--- config.mk ---
export PLATFORM = sky130hd
export DESIGN_NAME = i2c_eeprom_byte_master_flat
export DESIGN_NICKNAME = d
export VERILOG_FILES = /design/src/rtl/core/iebm_pkg.sv /design/src/rtl/core/iebm_if.sv /design/src/rtl/core/i2c_eeprom_byte_master.sv /design/src/flat_wrapper.sv
export SDC_FILE = /design/constraint.sdc
export NUM_CORES = 1
export LEC_CHECK = 0
export ABC_AREA = 1
export ABC_CLOCK_PERIOD_IN_PS = 2510
export BUFFER_PORTS_ARGS = -buffer_cell sky130_fd_sc_hd__buf_2
export CORE_ASPECT_RATIO = 0.8
export CORE_MARGIN = 1
export CORE_UTILIZATION = 45
export CTS_CLUSTER_DIAMETER = 40
export DETAILED_ROUTE_END_ITERATION = 10
export RECOVER_POWER = 25
export SYNTH_ARGS = -nofsm -noshare
export SYNTH_HDL_FRONTEND = slang
export SYNTH_SLANG_ARGS = --single-unit
--- constraint.sdc ---
create_clock -name i_clk -period 2.51 [get_ports i_clk]
set_clock_uncertainty 0.1 [all_clocks]
set_input_delay 0.1255 -clock i_clk [delete_from_list [all_inputs] [get_ports i_clk]]
set_output_delay 0.1255 -clock i_clk [all_outputs]
set_load 0.01 [all_outputs]
--- src/rtl/core/iebm_pkg.sv ---
// Shared constants and types for the I2C memory byte master.
package iebm_pkg;

    // Address bits kept from the command's memory address (1 to 16).
    localparam int unsigned ADDR_BITS = 16;

    localparam logic [6:0] DEVICE_CODE_RST = 7'd80;
    localparam logic [3:0] BYTE_BITS       = 4'd8;

    // Command codes
    localparam logic [1:0] CMD_TICK  = 2'd0;
    localparam logic [1:0] CMD_WRITE = 2'd1;
    localparam logic [1:0] CMD_READ  = 2'd2;

    // Byte slots of a transaction
    localparam logic [2:0] IDX_DEV     = 3'd0;
    localparam logic [2:0] IDX_ADDR_HI = 3'd1;
    localparam logic [2:0] IDX_ADDR_LO = 3'd2;
    localparam logic [2:0] IDX_LAST    = 3'd3;

    typedef enum logic [4:0] {
        PH_IDLE = 5'd0,
        PH_S0   = 5'd1,
        PH_S1   = 5'd2,
        PH_S2   = 5'd3,
        PH_S3   = 5'd4,
        PH_BL   = 5'd5,
        PH_BH   = 5'd6,
        PH_AL   = 5'd7,
        PH_AH   = 5'd8,
        PH_RL   = 5'd9,
        PH_RH   = 5'd10,
        PH_P1   = 5'd11,
        PH_P2   = 5'd12,
        PH_P3   = 5'd13
    } t_phase;

endpackage

--- src/rtl/core/iebm_if.sv ---
// Request, result and configuration channel interfaces.
interface iebm_cmd_if;
    logic       valid;
    logic       ready;
    logic [1:0] cmd;
    logic [15:0] byte_addr;
    logic [7:0] write_data;
    logic       sda_in;

    modport source (output valid, cmd, byte_addr, write_data, sda_in, input ready);
    modport sink   (input valid, cmd, byte_addr, write_data, sda_in, output ready);
endinterface

interface iebm_res_if;
    logic       valid;
    logic       ready;
    logic       scl_level;
    logic       sda_level;
    logic       sda_drive;
    logic       busy_res;
    logic       done_res;
    logic [7:0] read_byte;

    modport source (output valid, scl_level, sda_level, sda_drive, busy_res, done_res,
                    read_byte, input ready);
    modport sink   (input valid, scl_level, sda_level, sda_drive, busy_res, done_res,
                    read_byte, output ready);
endinterface

interface iebm_cfg_if;
    logic       valid;
    logic       ready;
    logic [6:0] device_code;

    modport source (output valid, device_code, input ready);
    modport sink   (input valid, device_code, output ready);
endinterface

--- src/rtl/core/i2c_eeprom_byte_master.sv ---
// I2C byte-write / random-read master for a two-byte-address memory, one tick per request.
// A request passes through the input register, then the result register; one request is
//   accepted and one result delivered every cycle while results are taken (o_res.ready).
// The bus sequence itself advances one SCL half-phase per request; rate is set by the
//   single next-state step between the two registers.
// Reset (i_rst_n, synchronous, active low): idle phase, empty registers, device code 80.
module i2c_eeprom_byte_master
    import iebm_pkg::*;
(
    input  logic        i_clk,
    input  logic        i_rst_n,
    iebm_cfg_if.sink    i_cfg,
    iebm_cmd_if.sink    i_cmd,
    iebm_res_if.source  o_res
);

    // Configuration register
    logic [6:0]           r_device_code;

    // Input register
    logic                 r_in_valid;
    logic [1:0]           r_in_cmd;
    logic [15:0]          r_in_addr;
    logic [7:0]           r_in_wdata;
    logic                 r_in_sda;

    // Bus sequencer state
    t_phase               r_phase, n_phase;
    logic [3:0]           r_bit_count, n_bit_count;
    logic [7:0]           r_shift, n_shift;
    logic [2:0]           r_byte_index, n_byte_index;
    logic [ADDR_BITS-1:0] r_held_addr, n_held_addr;
    logic [7:0]           r_held_wdata, n_held_wdata;
    logic                 r_is_read, n_is_read;
    logic [7:0]           r_received, n_received;

    // Result register
    logic                 r_out_valid;
    logic                 r_out_scl, r_out_lvl, r_out_drv, r_out_busy, r_out_done;
    logic [7:0]           r_out_rbyte;

    logic                 n_scl, n_lvl, n_drv, n_busy, n_done;
    logic                 w_out_free;
    logic                 w_adv;
    logic                 w_start;
    t_phase               w_phase;
    logic [3:0]           w_bc_inc;
    logic [2:0]           w_idx_inc;
    logic [7:0]           w_rx_shift;

    // Byte sent in each slot of the transaction
    function automatic logic [7:0] byte_for(
        input logic [2:0]           idx,
        input logic [6:0]           dev,
        input logic [ADDR_BITS-1:0] addr,
        input logic [7:0]           wdat,
        input logic                 rd
    );
        logic [15:0] addr_ext;
        addr_ext = 16'(addr);
        case (idx)
            IDX_DEV:     byte_for = {dev, 1'b0};
            IDX_ADDR_HI: byte_for = addr_ext[15:8];
            IDX_ADDR_LO: byte_for = addr_ext[7:0];
            IDX_LAST:    byte_for = rd ? {dev, 1'b1} : wdat;
            default:     byte_for = 8'h00;
        endcase
    endfunction

    // Handshakes: the result register frees when taken, the input register when it advances
    assign w_out_free  = !r_out_valid || o_res.ready;
    assign w_adv       = r_in_valid && w_out_free;
    assign i_cmd.ready = !r_in_valid || w_out_free;
    assign i_cfg.ready = 1'b1;

    assign o_res.valid     = r_out_valid;
    assign o_res.scl_level = r_out_scl;
    assign o_res.sda_level = r_out_lvl;
    assign o_res.sda_drive = r_out_drv;
    assign o_res.busy_res  = r_out_busy;
    assign o_res.done_res  = r_out_done;
    assign o_res.read_byte = r_out_rbyte;

    // Configuration write
    always_ff @(posedge i_clk) begin
        if (!i_rst_n) begin
            r_device_code <= DEVICE_CODE_RST;
        end else if (i_cfg.valid && i_cfg.ready) begin
            r_device_code <= i_cfg.device_code;
        end
    end

    // Input register: hold the request until the sequencer takes it
    always_ff @(posedge i_clk) begin
        if (!i_rst_n) begin
            r_in_valid <= 1'b0;
        end else if (i_cmd.valid && i_cmd.ready) begin
            r_in_valid <= 1'b1;
        end else if (w_adv) begin
            r_in_valid <= 1'b0;
        end
    end

    always_ff @(posedge i_clk) begin
        if (i_cmd.valid && i_cmd.ready) begin
            r_in_cmd   <= i_cmd.cmd;
            r_in_addr  <= i_cmd.byte_addr;
            r_in_wdata <= i_cmd.write_data;
            r_in_sda   <= i_cmd.sda_in;
        end
    end

    // Sequencer state: advance once per request
    always_ff @(posedge i_clk) begin
        if (!i_rst_n) begin
            r_phase      <= PH_IDLE;
            r_bit_count  <= '0;
            r_shift      <= '0;
            r_byte_index <= '0;
            r_held_addr  <= '0;
            r_held_wdata <= '0;
            r_is_read    <= 1'b0;
            r_received   <= '0;
        end else if (w_adv) begin
            r_phase      <= n_phase;
            r_bit_count  <= n_bit_count;
            r_shift      <= n_shift;
            r_byte_index <= n_byte_index;
            r_held_addr  <= n_held_addr;
            r_held_wdata <= n_held_wdata;
            r_is_read    <= n_is_read;
            r_received   <= n_received;
        end
    end

    // Next state and line levels for the current half-phase
    always_comb begin
        n_phase      = r_phase;
        n_bit_count  = r_bit_count;
        n_shift      = r_shift;
        n_byte_index = r_byte_index;
        n_held_addr  = r_held_addr;
        n_held_wdata = r_held_wdata;
        n_is_read    = r_is_read;
        n_received   = r_received;
        n_scl        = 1'b1;
        n_lvl        = 1'b1;
        n_drv        = 1'b1;
        n_busy       = 1'b1;
        n_done       = 1'b0;

        // A command taken in idle drives the first start half-phase right away;
        // commands while busy and the unused code are plain ticks.
        w_start = (r_phase == PH_IDLE) && (r_in_cmd == CMD_WRITE || r_in_cmd == CMD_READ);
        w_phase = w_start ? PH_S1 : r_phase;
        if (w_start) begin
            n_held_addr  = r_in_addr[ADDR_BITS-1:0];
            n_held_wdata = r_in_wdata;
            n_is_read    = (r_in_cmd == CMD_READ);
            n_byte_index = IDX_DEV;
            n_bit_count  = '0;
        end

        w_bc_inc   = r_bit_count + 4'd1;
        w_idx_inc  = r_byte_index + 3'd1;
        w_rx_shift = {r_shift[6:0], r_in_sda};

        case (w_phase)
            PH_IDLE: begin
                n_busy = 1'b0;
            end
            PH_S0: begin
                n_scl   = 1'b0;
                n_phase = PH_S1;
            end
            PH_S1: begin
                n_phase = PH_S2;
            end
            PH_S2: begin
                n_lvl   = 1'b0;
                n_phase = PH_S3;
            end
            PH_S3: begin
                n_scl       = 1'b0;
                n_lvl       = 1'b0;
                n_shift     = byte_for(r_byte_index, r_device_code, r_held_addr,
                                       r_held_wdata, r_is_read);
                n_bit_count = '0;
                n_phase     = PH_BL;
            end
            PH_BL: begin
                n_scl   = 1'b0;
                n_lvl   = r_shift[7];
                n_phase = PH_BH;
            end
            PH_BH: begin
                n_lvl       = r_shift[7];
                n_shift     = {r_shift[6:0], 1'b0};
                n_bit_count = w_bc_inc;
                n_phase     = (w_bc_inc >= BYTE_BITS) ? PH_AL : PH_BL;
            end
            PH_AL: begin
                n_scl   = 1'b0;
                n_drv   = 1'b0;
                n_phase = PH_AH;
            end
            PH_AH: begin
                // Stall with SCL high until the slave pulls SDA low
                n_drv = 1'b0;
                if (!r_in_sda) begin
                    n_byte_index = w_idx_inc;
                    if (w_idx_inc < IDX_LAST || (w_idx_inc == IDX_LAST && !r_is_read)) begin
                        n_shift     = byte_for(w_idx_inc, r_device_code, r_held_addr,
                                               r_held_wdata, r_is_read);
                        n_bit_count = '0;
                        n_phase     = PH_BL;
                    end else if (w_idx_inc == IDX_LAST) begin
                        n_phase = PH_S0;        // repeated start before the read code
                    end else if (r_is_read) begin
                        n_shift     = '0;
                        n_bit_count = '0;
                        n_phase     = PH_RL;
                    end else begin
                        n_phase = PH_P1;
                    end
                end
            end
            PH_RL: begin
                n_scl   = 1'b0;
                n_drv   = 1'b0;
                n_phase = PH_RH;
            end
            PH_RH: begin
                // Sample while SCL is high
                n_drv       = 1'b0;
                n_shift     = w_rx_shift;
                n_bit_count = w_bc_inc;
                if (w_bc_inc >= BYTE_BITS) begin
                    n_received = w_rx_shift;
                    n_phase    = PH_P1;
                end else begin
                    n_phase = PH_RL;
                end
            end
            PH_P1: begin
                n_scl   = 1'b0;
                n_lvl   = 1'b0;
                n_phase = PH_P2;
            end
            PH_P2: begin
                n_lvl   = 1'b0;
                n_phase = PH_P3;
            end
            PH_P3: begin
                n_done  = 1'b1;
                n_phase = PH_IDLE;
            end
            default: begin
                n_busy  = 1'b0;
                n_phase = PH_IDLE;
            end
        endcase
    end

    // Result register
    always_ff @(posedge i_clk) begin
        if (!i_rst_n) begin
            r_out_valid <= 1'b0;
        end else if (w_out_free) begin
            r_out_valid <= r_in_valid;
        end
    end

    always_ff @(posedge i_clk) begin
        if (w_adv) begin
            r_out_scl   <= n_scl;
            r_out_lvl   <= n_lvl;
            r_out_drv   <= n_drv;
            r_out_busy  <= n_busy;
            r_out_done  <= n_done;
            r_out_rbyte <= n_received;
        end
    end

    // A stalled request is never dropped from the input register
    a_in_hold: assert property (@(posedge i_clk) disable iff (!i_rst_n)
        r_in_valid && !w_out_free |=> r_in_valid)
        else $error("request lost while result stalled");

    // A plain tick in idle gives a result that is not busy
    a_idle_tick: assert property (@(posedge i_clk) disable iff (!i_rst_n)
        w_adv && r_phase == PH_IDLE && r_in_cmd != CMD_WRITE && r_in_cmd != CMD_READ
        |=> !r_out_busy)
        else $error("idle tick reported busy");

    // Stop completion and a released line only occur inside a transaction
    a_done_busy: assert property (@(posedge i_clk) disable iff (!i_rst_n)
        r_out_valid && (r_out_done || !r_out_drv) |-> r_out_busy)
        else $error("done or released SDA outside a transaction");

    // A command accepted in idle drives the start half-phase
    a_start_lines: assert property (@(posedge i_clk) disable iff (!i_rst_n)
        w_adv && w_start |=> r_out_scl && r_out_lvl && r_out_drv && r_phase == PH_S2)
        else $error("start half-phase wrong");

endmodule
--- src/flat_wrapper.sv ---
// flat-port wrapper written by rule: the top's interface ports become plain ports
module i2c_eeprom_byte_master_flat import iebm_pkg::*;
  (i_clk, i_rst_n, i_cfg_valid, i_cfg_device_code, i_cfg_ready, i_cmd_valid, i_cmd_cmd, i_cmd_byte_addr, i_cmd_write_data, i_cmd_sda_in, i_cmd_ready, o_res_valid, o_res_scl_level, o_res_sda_level, o_res_sda_drive, o_res_busy_res, o_res_done_res, o_res_read_byte, o_res_ready);
  iebm_cfg_if i_cfg_i ();
  iebm_cmd_if i_cmd_i ();
  iebm_res_if o_res_i ();
  input  logic i_clk;
  input  logic i_rst_n;
  input wire logic [$bits(i_cfg_i.valid)-1:0] i_cfg_valid;
  input wire logic [$bits(i_cfg_i.device_code)-1:0] i_cfg_device_code;
  output wire logic [$bits(i_cfg_i.ready)-1:0] i_cfg_ready;
  input wire logic [$bits(i_cmd_i.valid)-1:0] i_cmd_valid;
  input wire logic [$bits(i_cmd_i.cmd)-1:0] i_cmd_cmd;
  input wire logic [$bits(i_cmd_i.byte_addr)-1:0] i_cmd_byte_addr;
  input wire logic [$bits(i_cmd_i.write_data)-1:0] i_cmd_write_data;
  input wire logic [$bits(i_cmd_i.sda_in)-1:0] i_cmd_sda_in;
  output wire logic [$bits(i_cmd_i.ready)-1:0] i_cmd_ready;
  output wire logic [$bits(o_res_i.valid)-1:0] o_res_valid;
  output wire logic [$bits(o_res_i.scl_level)-1:0] o_res_scl_level;
  output wire logic [$bits(o_res_i.sda_level)-1:0] o_res_sda_level;
  output wire logic [$bits(o_res_i.sda_drive)-1:0] o_res_sda_drive;
  output wire logic [$bits(o_res_i.busy_res)-1:0] o_res_busy_res;
  output wire logic [$bits(o_res_i.done_res)-1:0] o_res_done_res;
  output wire logic [$bits(o_res_i.read_byte)-1:0] o_res_read_byte;
  input wire logic [$bits(o_res_i.ready)-1:0] o_res_ready;
  assign i_cfg_i.valid = i_cfg_valid;
  assign i_cfg_i.device_code = i_cfg_device_code;
  assign i_cfg_ready = i_cfg_i.ready;
  assign i_cmd_i.valid = i_cmd_valid;
  assign i_cmd_i.cmd = i_cmd_cmd;
  assign i_cmd_i.byte_addr = i_cmd_byte_addr;
  assign i_cmd_i.write_data = i_cmd_write_data;
  assign i_cmd_i.sda_in = i_cmd_sda_in;
  assign i_cmd_ready = i_cmd_i.ready;
  assign o_res_valid = o_res_i.valid;
  assign o_res_scl_level = o_res_i.scl_level;
  assign o_res_sda_level = o_res_i.sda_level;
  assign o_res_sda_drive = o_res_i.sda_drive;
  assign o_res_busy_res = o_res_i.busy_res;
  assign o_res_done_res = o_res_i.done_res;
  assign o_res_read_byte = o_res_i.read_byte;
  assign o_res_i.ready = o_res_ready;
  i2c_eeprom_byte_master u_core (.i_clk(i_clk), .i_rst_n(i_rst_n), .i_cfg(i_cfg_i), .i_cmd(i_cmd_i), .o_res(o_res_i));
endmodule
-- Word level (Yosys, flattened, before mapping)
Index checks and enable logic that the tools add are counted.
- input port bits: 39
- output and inout port bits: 16
- word-level logic and storage cells: 110
- flip-flop bits (word level): 102
- reductions and logical operators: 26
- add/subtract/negate cells: 2
- eq/ne operators: 24
- order comparisons: 2
- multiplexer cells: 34
- bitwise operators: 1
- operators with widths (operator ; count):
    $pmux 8 s4 ; 3
    $pmux 5 s13 ; 1
    $mux 8 ; 7
    $eq 5x4->1 const B ; 6
    $eq 5x3->1 const B ; 4
    $mux 4 ; 5
    $mux 5 ; 4
    $reduce_or 13->1 ; 1
    $eq 3x2->1 const B ; 4
    $pmux 4 s3 ; 1
    $eq 5x2->1 const B ; 2
    $logic_not 5->1 ; 2
    $mux 3 ; 3
    $reduce_or 4->1 ; 2
    $eq 3x1->1 const B ; 2
    $logic_not 3->1 ; 2
    $mux 1 ; 6
    $mux 2 ; 3
    $reduce_or 6->1 ; 1
    $eq 5x1->1 const B ; 1
    $reduce_and 5->1 ; 1
    $add 4x1->4 const B ; 1
    $ge 4x4->1 const B ; 1
    $logic_and 1x1->1 ; 4
    16 further kinds ; 22

-- Logic depth before layout (Yosys ltp)
- depth after elaboration: 9
- mapped depth: 12
- depth with buffers taken out: 12

-- Worst setup path after synthesis
No wires, ideal clock.
- path kind: flip-flop to flip-flop
- start point: register u_core.r_byte_index[0]
- end point: register u_core.r_bit_count[3]
- arrival: 1589 ps
- cell stages (with the launch flop): 12
- data required time: 2340 ps
- slack: 750 ps
- buffers on the path: 1
- period minus slack after synthesis: 1760 ps
- setup time: 70 ps
- cell sequence: dfxtp_1 > inv_1 > ha_1 > inv_1 > nor2_1 > nand2_1 > nand2_1 > nand3_2 > nand3_4 > buf_6 > nand3_1 > a21oi_1
- cells in the longest elaborated chain, start to end: 7
- elaborated cells on any way between the ends: 9
- those cells by class: add/sub (1); order compare (1); eq/ne (1); mux (4); reduce/logical (2)
- RTL lines (item ; line ; RTL):
    from (decl) ; i2c_eeprom_byte_master.sv:31 ; logic [2:0] r_byte_index, n_byte_index;
    from (signal assigned) ; i2c_eeprom_byte_master.sv:128 ; r_byte_index <= n_byte_index;
    $add 3x1->3 * ; i2c_eeprom_byte_master.sv:165 ; w_idx_inc = r_byte_index + 3'd1;
    branches (longest 3 deep; another with $lt 3x2->1) ; -- ;
    $mux 4 * ; i2c_eeprom_byte_master.sv:212 ; if (w_idx_inc < IDX_LAST || (w_idx_inc == IDX_LAST && !r_is_read)) begin
    $mux 4 * ; i2c_eeprom_byte_master.sv:210 ; if (!r_in_sda) begin
    $pmux 4 s3 * ; i2c_eeprom_byte_master.sv:168 ; case (w_phase)
    to (signal assigned) ; i2c_eeprom_byte_master.sv:126 ; r_bit_count <= n_bit_count;
    to (decl) ; i2c_eeprom_byte_master.sv:29 ; logic [3:0] r_bit_count, n_bit_count;
Mark *: on every way between the ends.
A chain may end at the register's enable or synchronous reset.

-- Worst setup path after layout
- start point: register u_core.r_byte_index[0]
- end point: register u_core.r_shift[0]
- cells in the longest elaborated chain, start to end: 7
- elaborated cells on any way between the ends: 20
- those cells by class: add/sub (1); order compare (1); eq/ne (8); mux (5); reduce/logical (5)
- RTL lines (item ; line ; RTL):
    branches (longest 7 deep; another with $add 3x1->3) ; -- ;
    to (signal assigned) ; i2c_eeprom_byte_master.sv:127 ; r_shift <= n_shift;
    to (decl) ; i2c_eeprom_byte_master.sv:30 ; logic [7:0] r_shift, n_shift;
Several ways; the timed one is not identified. The select of a mux whose other input is x is not followed.

==> flow_summary.json <==
{
  "status": "finished clean",
  "dr.pass1.iters": 5,
  "ys_warn_count": 0,
  "ys.flop_type": "dfxtp_1",
  "cap_violations": 0,
  "final.min_clock_period_ns": 2.07,
  "utilization_pct": 56.3,
  "grt_pass1_wl_um": 18400,
  "power_uw": 3520,
  "worst_pin_slew_ns": 0.632,
  "route.detailed.wl_per_inst_um": 13.1,
  "place_hpwl_um": 7740,
  "clk_latency_ns": 0.35,
  "nNetsFinal": 740,
  "drt-initial-drc-count": 275,
  "finalSetupTns_ns": 0,
  "gp_congestion": 0.843,
  "grt_max_degree": 44,
  "drtAntennaViolNets": 0,
  "drive_gt1_share_pct": 13.3,
  "synthesis.area_um2": 4770,
  "grt_pass1_vias": 3849,
  "rows": 33,
  "crit_path_max_fanout": 8,
  "worstSetupEndpointType": "flop",
  "p_int_uw": 2630,
  "drc_errors": 0,
  "fp.dieArea_um2": 11000,
  "power_density_nw_per_um2": 607,
  "seqPwrFrac_pct": 52.4,
  "ys_types": 36,
  "postSynthCellCount": 605,
  "holdCritPathClass": "primary input to flop",
  "core_region_area_um2": 10300,
  "via_per_inst": 4.88,
  "setup_viol": 0,
  "slew_violations": 0,
  "cts_tree": "built",
  "synth.largest_area_cell": "dfxtp_1",
  "totalWireLength_um": 11000,
  "port_buffers": 53,
  "p_leak_uw": 0.00251,
  "relSlewSlack_pct": 57.7,
  "ys_ff_latch": 101,
  "clkSinkCount": 101,
  "cts_root_buffer": "clkbuf_16",
  "report.final.hold_viol_count": 0,
  "crit_path_start_kind": "flop",
  "ios": 55,
  "antenna_found_initial": 0,
  "grt_usage_pct": 22.2,
  "start_util_pct": 46.4,
  "cts-resized-gates": 0,
  "die_h_um": 94.1,
  "max_freq_mhz": 482,
  "clockPowerShare_pct": 38.4,
  "n_antenna_cell": 0,
  "worst-setup-path-type": "flop to flop",
  "combPwrFrac_pct": 9.2,
  "switching_share_pct": 25.3,
  "htreeDepth": 3,
  "switchingPower_uw": 891,
  "hold_slack_ns": 0.0443,
  "postPlaceCellArea_um2": 5120,
  "post-route-period-util_pct": 82.6,
  "synthTopCellsByArea": "dfxtp_1, edfxtp_1, nand2_1",
  "overflow": 0,
  "syn_nets": 653,
  "clk_pin_slew_ns": 0.07,
  "numCtsBuffers": 9,
  "avgSynthCellArea_um2": 7.89,
  "synth.top_cell.area_share_pct": 25.6,
  "cp.arrival_ns": 2.26,
  "vias": 4086,
  "cp.required_ns": 2.70,
  "design_area_um2": 5790,
  "async_flop_share_pct": 0,
  "yosysSeqAreaShare_pct": 50.7,
  "clockBufferDepth": 2,
  "grt_setup_unrepaired": "false",
  "area_growth_pct": 21.4,
  "die_w_um": 117,
  "synth_edf_count": 40,
  "ir_drop_v": 0.000317
}
==> synth_stat cells (3+ instances only) <==
| master | instances |
|---|---|
| buf_2 | 7 |
| o21ai_0 | 45 |
| nand2_2 | 3 |
| nand4_1 | 10 |
| clkbuf_1 | 7 |
| nand3_1 | 30 |
| nor3_1 | 3 |
| buf_6 | 5 |
| o21ai_1 | 16 |
| a21oi_1 | 22 |
| edfxtp_1 | 40 |
| inv_1 | 55 |
| inv_2 | 7 |
| nor2_1 | 90 |
| dfxtp_1 | 61 |
| nand2_1 | 170 |
| ha_1 | 9 |
==> cell families (layout without fill, tap and decap cells) <==
group / Yosys count / in the layout / share of synthesized area, %
other: 1 / 1 / 0.0786
AND/OR/NAND/NOR: 318 / 318 / 28.8
buffers and inverters: 86 / 178 / 7.94
flip-flops: 101 / 101 / 50.7
adder cells (fa/ha/maj): 9 / 9 / 2.36
XOR/XNOR: 1 / 1 / 0.341
AO/OA/AOI/OAI: 89 / 89 / 9.70
==> per-layer routing <==
layer / vias to the layer above / routed length (um) / share of wire, % / track usage (%)
met1: 1841 / 5540 / 50 / 30.8
li1: 2138 / - / - / -
met3: 16 / 558 / 5.1 / 4.97
met5: - / 0 / 0 / 0
met4: 0 / 162 / 1.5 / 7.38
met2: 91 / 4750 / 43 / 33.8
==> path summary, 6_finish.rpt <==
path / from / end / slack [ns] / cells after the start
max: u_core.r_byte_index[0]$_SDFFE_PN0P_ / u_core.r_shift[0]$_SDFFE_PN0P_ / 0.44 / 10
min: i_cfg_valid / u_core.r_device_code[0]$_SDFFE_PN0P_ / 0.04 / 3
max reg2reg: u_core.r_byte_index[0]$_SDFFE_PN0P_ / u_core.r_shift[0]$_SDFFE_PN0P_ / 0.44 / 10
min reg2reg: u_core.r_held_wdata[2]$_SDFFE_PN0P_ / u_core.r_held_wdata[2]$_SDFFE_PN0P_ / 0.37 / 2
==> cell usage in the layout, fill, tap and decap left out, drive strengths merged, types with 2 or more instances in the layout <==
cell	instances
o211ai	2
inv	67
ha	9
nand2	173
buf	52
nand3	33
dlygate4sd3	39
clkbuf	16
or2	2
a21oi	23
clkinv	4
dfxtp	61
nor2	94
nand4	13
nor3	3
o21ai	61
edfxtp	40
==> area by class of cell <==
cell class / instances / area [um^2]
sequential: 101 / 2420
inverter: 64 / 243
clock inverter: 7 / 63.8
timing repair buffer: 98 / 692
fill: 941 / 4490
tap: 140 / 175
multi-input combinational: 418 / 1970
clock buffer: 9 / 225
==> power by group through the flow <==
stage / Sequential (uW) / Clock (uW) / Combinational, uW
2_1_floorplan: 1870 / 0 / 189
3_3_place_gp: 1880 / 0 / 271
3_5_place_dp: 1880 / 0 / 277
4_1_cts: 1840 / 1390 / 324
5_1_grt: 1850 / 1440 / 369
6_report: 1840 / 1350 / 323
==> critical path: stages, from the launching register on <==
cell      delay (ns)
dfxtp_1         0.37
ha_1            0.22
ha_1            0.38
nand2_1         0.13
inv_1           0.28
o21ai_0         0.16
nand3_1         0.11
nand2_1         0.06
o211ai_1        0.09
nor2_1          0.06
nor2_1          0.08
==> flip-flops by register name, indices dropped and copies added (netlist names), 2 cells and up <==
name                    flops
u_core.r_in_cmd             2
u_core.r_held_addr         16
u_core.r_device_code        7
u_core.o_res.read_byte      8
u_core.r_held_wdata         8
u_core.r_in_addr           16
u_core.r_shift              8
u_core.r_phase              4
u_core.r_in_wdata           8
u_core.r_byte_index         3
u_core.r_received           8
u_core.r_bit_count          4
==> what timing repair did <==
action	CTS	global route
endpoints found under the hold margin	36	0
setup buffers	0	0
hold buffers	39	0
==> metrics by stage <==
| step | setup slack, ns | cells |
|---|---|---|
| 2_1_floorplan | 0.750 | 605 |
| 3_3_place_gp | 0.500 | 782 |
| 3_5_place_dp | 0.452 | 782 |
| 4_1_cts | 0.434 | 837 |
| 5_1_grt | 0.277 | 837 |
| 6_report | 0.437 | 837 |
No activity file was read; power rests on OpenSTA's default activity.
